$ cat src/design/momentum_displacement_dedup_table_core_assert.svh
// Assertion macros for the dedup table core
`ifndef MOMENTUM_DISPLACEMENT_DEDUP_TABLE_CORE_ASSERT_SVH
`define MOMENTUM_DISPLACEMENT_DEDUP_TABLE_CORE_ASSERT_SVH

// same-cycle implication
`define MDDT_ASSERT_NOW(lbl, ante, cons, msg) \
  lbl: assert property (@(posedge clk) disable iff (!rst_n) (ante) |-> (cons)) else $error(msg);

// next-cycle implication
`define MDDT_ASSERT_NEXT(lbl, ante, cons, msg) \
  lbl: assert property (@(posedge clk) disable iff (!rst_n) (ante) |=> (cons)) else $error(msg);

`endif

$ cat src/design/mddt_pkg.sv
package mddt_pkg;

  localparam int TABLE_DEPTH_DEF = 256;
  localparam int FW              = 4;
  localparam int KW              = 6 * FW;
  localparam int OUT_IDX_W       = 8;

  localparam logic signed [FW-1:0] FIELD_MIN = 4'sb1000;

  localparam logic ST_IDLE = 1'b0;
  localparam logic ST_SCAN = 1'b1;

  typedef struct packed {
    logic signed [FW-1:0] mom_x;
    logic signed [FW-1:0] mom_y;
    logic signed [FW-1:0] mom_z;
    logic signed [FW-1:0] disp_x;
    logic signed [FW-1:0] disp_y;
    logic signed [FW-1:0] disp_z;
  } key_t;

  typedef struct packed {
    logic hit;
    logic dagger;
  } match_t;

endpackage

$ cat src/design/mddt_match.sv
module mddt_match (
  input  mddt_pkg::key_t   probe,
  input  mddt_pkg::key_t   stored,
  output mddt_pkg::match_t result
);

  logic signed [mddt_pkg::FW-1:0] neg_x;
  logic signed [mddt_pkg::FW-1:0] neg_y;
  logic signed [mddt_pkg::FW-1:0] neg_z;
  logic disp_zero;
  logic same_disp;
  logic same_mom;
  logic neg_mom;

  assign neg_x = -probe.mom_x;
  assign neg_y = -probe.mom_y;
  assign neg_z = -probe.mom_z;

  assign disp_zero = (probe.disp_x == '0) && (probe.disp_y == '0) && (probe.disp_z == '0);
  assign same_disp = (stored.disp_x == probe.disp_x) && (stored.disp_y == probe.disp_y) &&
                     (stored.disp_z == probe.disp_z);
  assign same_mom  = (stored.mom_x == probe.mom_x) && (stored.mom_y == probe.mom_y) &&
                     (stored.mom_z == probe.mom_z);
  assign neg_mom   = (stored.mom_x == neg_x) && (probe.mom_x != mddt_pkg::FIELD_MIN) &&
                     (stored.mom_y == neg_y) && (probe.mom_y != mddt_pkg::FIELD_MIN) &&
                     (stored.mom_z == neg_z) && (probe.mom_z != mddt_pkg::FIELD_MIN);

  assign result.hit    = same_disp && (same_mom || (neg_mom && disp_zero));
  assign result.dagger = !same_mom;

endmodule

$ cat config.mk
export PLATFORM = sky130hd
export DESIGN_NAME = mddt_match
export DESIGN_NICKNAME = d
export VERILOG_FILES = /design/src/design/momentum_displacement_dedup_table_core_assert.svh /design/src/design/mddt_pkg.sv /design/src/design/mddt_match.sv
export SDC_FILE = /design/constraint.sdc
export NUM_CORES = 1
export LEC_CHECK = 0
export ABC_AREA = 1
export BUFFER_PORTS_ARGS = -buffer_cell sky130_fd_sc_hd__buf_4
export CAP_MARGIN = 40
export CORE_MARGIN = 10
export CORE_UTILIZATION = 49
export DETAILED_ROUTE_END_ITERATION = 12
export GPL_TIMING_DRIVEN = 0
export PLACE_DENSITY = 0.9
export SKIP_LAST_GASP = 1
export SLEW_MARGIN = 25
export SYNTH_ARGS = -nofsm -noshare
export SYNTH_HDL_FRONTEND = slang
export SYNTH_SLANG_ARGS = --single-unit
$ cat constraint.sdc
create_clock -name vclk -period 1.6
set_input_delay 0.08 -clock vclk [all_inputs]
set_output_delay 0.08 -clock vclk [all_outputs]
set_load 0.01 [all_outputs]
# Word-level counts from Yosys, hierarchy flattened
# Cells that the tools add are included.
[word_totals]
ff_bits = 0
in_bits = 48
output_inout_bits = 2
wordCells = 33
[op_classes]
n_addsub = 3
n_eq_ne = 12
n_reduce_logical = 18
[ops]
columns = ["operator", "count"]
rows = [
  ["$eq 4x4->1", 9],
  ["$logic_and 1x1->1", 13],
  ["$logic_not 4->1", 3],
  ["$ne 4x4->1 const B", 3],
  ["$neg 4->4", 3],
  ["$logic_not 1->1", 1],
  ["$logic_or 1x1->1", 1],
]

# Depth between registers and ports, before layout
[depth]
word_depth = 10
depth_mapped = 11
mapped_depth_nobuf = 11

# Least setup slack after synthesis
# Ideal clock, no wire load.
[synth_path]
path_kind = "input to output"
from = "in probe[21] (netlist bit)"
to = "out result[1] (netlist bit)"
arrival_time_ns = 1.019
t_required_ns = 1.520
setup_slack_ns = 0.501
cell_stages = 11
n_path_buf = 0
path_cell_list = "inv_1 > ha_1 > inv_1 > nand2_1 > nand2_1 > nand2_1 > nor2_1 > nand2_1 > nor2_1 > nand2_1 > a21oi_2"
[synth_lines]
columns = ["item", "line", "rtl"]
rows = [
  ["start: declaration", "mddt_match.sv:2", "input mddt_pkg::key_t probe,"],
  ["end: declaration", "mddt_match.sv:4", "output mddt_pkg::match_t result"],
]

==> results.md <==
* Storage element area at 0 µm²
* Seq/Total Area, Yosys at 0
* Non-filler cells, final at about 230
* Largest net degree at the start of global routing at 5
* RSZ-0062 raised after global routing: false
* Total global-route track usage at 0.123
* Fill count at 120
* Crit path cell chain: buf_4 -> inv_1 -> ha_1 -> inv_1 -> nand2_1 -> nand2_1 -> nand2_1 -> nor2_1 -> nand2_1 -> nor2_1 -> nand2_1 -> a21oi_2 -> buf_4
* Fin worst setup slack at around 0.23 ns
* Hpwl dp at approximately 2300 µm
* Final hold viol count at 0
* Synth top area cells: nand2_1 (34%), inv_1 (15%), nand3_1 (8.8%), xnor2_1 (7.7%), nor2_1 (7.1%)
* Seq Cell Count at 0
* Vias/cell at between 4 and 5
* Layout cells sized above 1 at 0.286
* Mapped cell area at around 790 µm²
* Crit path kind: input port to output port
* Pwr Total at 0.274 mW
* Residual DRC count at 0
* Setup violations, final at 0
* Area grow syn2layout at 49.8%
* Area of the core at between 1500 and 2000 µm²
* Final-layout clock buffer total at 0
* Top-area cell type share of the netlist area at 0.341
* Rel. slew slack at 0.832
* Total grt overflow at 0
* Synth Net Count at 218
* DP Worst Slack at 0.226 ns
* Outcome: finished clean
* Routed wire length at between 2000 and 2500 µm
* Crit-path slowest cell: ha_1
* Buffers on Ports at 50
* Distinct cells, synth at 17
* Die width at 60.2 µm
* Routed wire per std cell at roughly 11 µm
* Synthesis Warnings at 0
* CP max stage delay at 0.25 ns
* CP required at 1.52 ns
* Remaining antenna violation count at 0
* Post-synth top area cell: nand2_1
* Gate Count Post-Synth at 167
* Min cycle time layout at 1.37 ns
* Setup Buffers After CTS at 0
* Avg Inst Size Synth at approximately 4.8 µm²
* Worst path bufs/invs at 4
* Die area at 3630 µm²
* Setup TNS at 0 ns
* Initial antenna violation count at 0
* Via count at approximately 1100
* Vias in the first global route at ~960
* Initial Utilization at 0.521
* Worst vdd ir at roughly 0.14 mV
* Max Freq at roughly 0.73 GHz
* Final worst-path cycle share at 0.858
* Pre-antenna DRT Iters at 4
* CP most frequent cell: nand2_1
* Cells after DPL at approximately 230
* Worst EP arrival at between 1 and 1.5 ns
* Critical path fanouts, max at 4
* Worst path top cell family by delay: simple AND/OR/NAND/NOR gates
* First-pass GRT wire length at 3830 µm
* Core Rows at 14
* CP endpoint kind: output port
* CP startpoint kind: input port
* Final GP Congestion at 0.789
* Number of gates resized after CTS at 0
* Hold WS at 0.611 ns
* Ports at 50
* Ant. Diodes at 0
* Die height at between 60 and 70 µm
* Hold Path Class: input port to output port
* Tightest Pin Transition at ~0.25 ns
* Hold-fix buffers at CTS at 0
* Final layout net count at between 200 and 300
* Max-slew violation count at 0
* Cell Pwr Density at around 230 nW/µm²
* Detailed router's first-iteration violation count at 17
* Max-Cap Viols at 0
* Static leakage at around 0.75 nW
## cells in the final DEF, fill, tap and decap left out
| cell | netlist | routed |
|---|---|---|
| buf_4 | 0 | 50 |
| and2_0 | 1 | 1 |
| nand3b_1 | 3 | 3 |
| xor2_1 | 6 | 6 |
| or2_2 | 5 | 5 |
| nand3_2 | 1 | 1 |
| nand2_2 | 1 | 1 |
| a21oi_2 | 1 | 1 |
| nor3_1 | 1 | 1 |
| inv_1 | 32 | 32 |
| nand3_1 | 14 | 14 |
| ha_1 | 3 | 3 |
| inv_2 | 2 | 2 |
| nor2_1 | 15 | 15 |
| nor3_2 | 2 | 2 |
| nand2_1 | 72 | 72 |
| xnor2_1 | 7 | 7 |
| o211ai_1 | 1 | 1 |
## final timing paths
kind,slack [ns],depth (start not counted),startpoint,to
worst max-delay path,0.23,13,probe[21],result[1]
worst min-delay path,0.61,6,stored[12],result[0]
## final cells by class
class / instances / area [µm²] / share of cell area
multi-input combinational: 133 / 666 / 0.560
inverter: 34 / 128 / 0.107
tap: 16 / 20.0 / 0.0168
timing repair buffer: 50 / 375 / 0.316
## logic make-up (layout without fill, tap and decap cells)
group,count (synthesis),in the layout,synth area share
adder cells (fa/ha/maj),3,3,0.0473
XOR/XNOR,13,13,0.144
AO/OA/AOI/OAI,2,2,0.0205
buffers and inverters,34,84,0.161
AND/OR/NAND/NOR,115,115,0.628
## metal layers
layer	vias up	global-route usage	routed length (µm)
met4	0	0.0128	24
met2	34	0.216	1180
li1	598	-	-
met5	-	0	0
met1	449	0.152	1060
met3	2	0.0275	194
## synthesized netlist by cell type
master / count
a21oi_2: 1
xnor2_1: 7
xor2_1: 6
inv_1: 32
nor3_2: 2
nand2_2: 1
and2_0: 1
inv_2: 2
nand2_1: 72
or2_2: 5
o211ai_1: 1
nor2_1: 15
nand3_2: 1
nand3_1: 14
nor3_1: 1
nand3b_1: 3
ha_1: 3
## stage by stage
stage,util,cell area (µm²)
2_1_floorplan,-,793
3_3_place_gp,0.780,1190
3_5_place_dp,0.780,1190
4_1_cts,0.780,1190
5_1_grt,0.780,1190
6_report,0.780,1190
## power breakdown
group / total [mW] / internal (mW) / switching, mW
combinational: 0.274 / 0.147 / 0.127
sequential: 0 / 0 / 0
clock: 0 / 0 / 0
(Power assumes the default switching activity.)
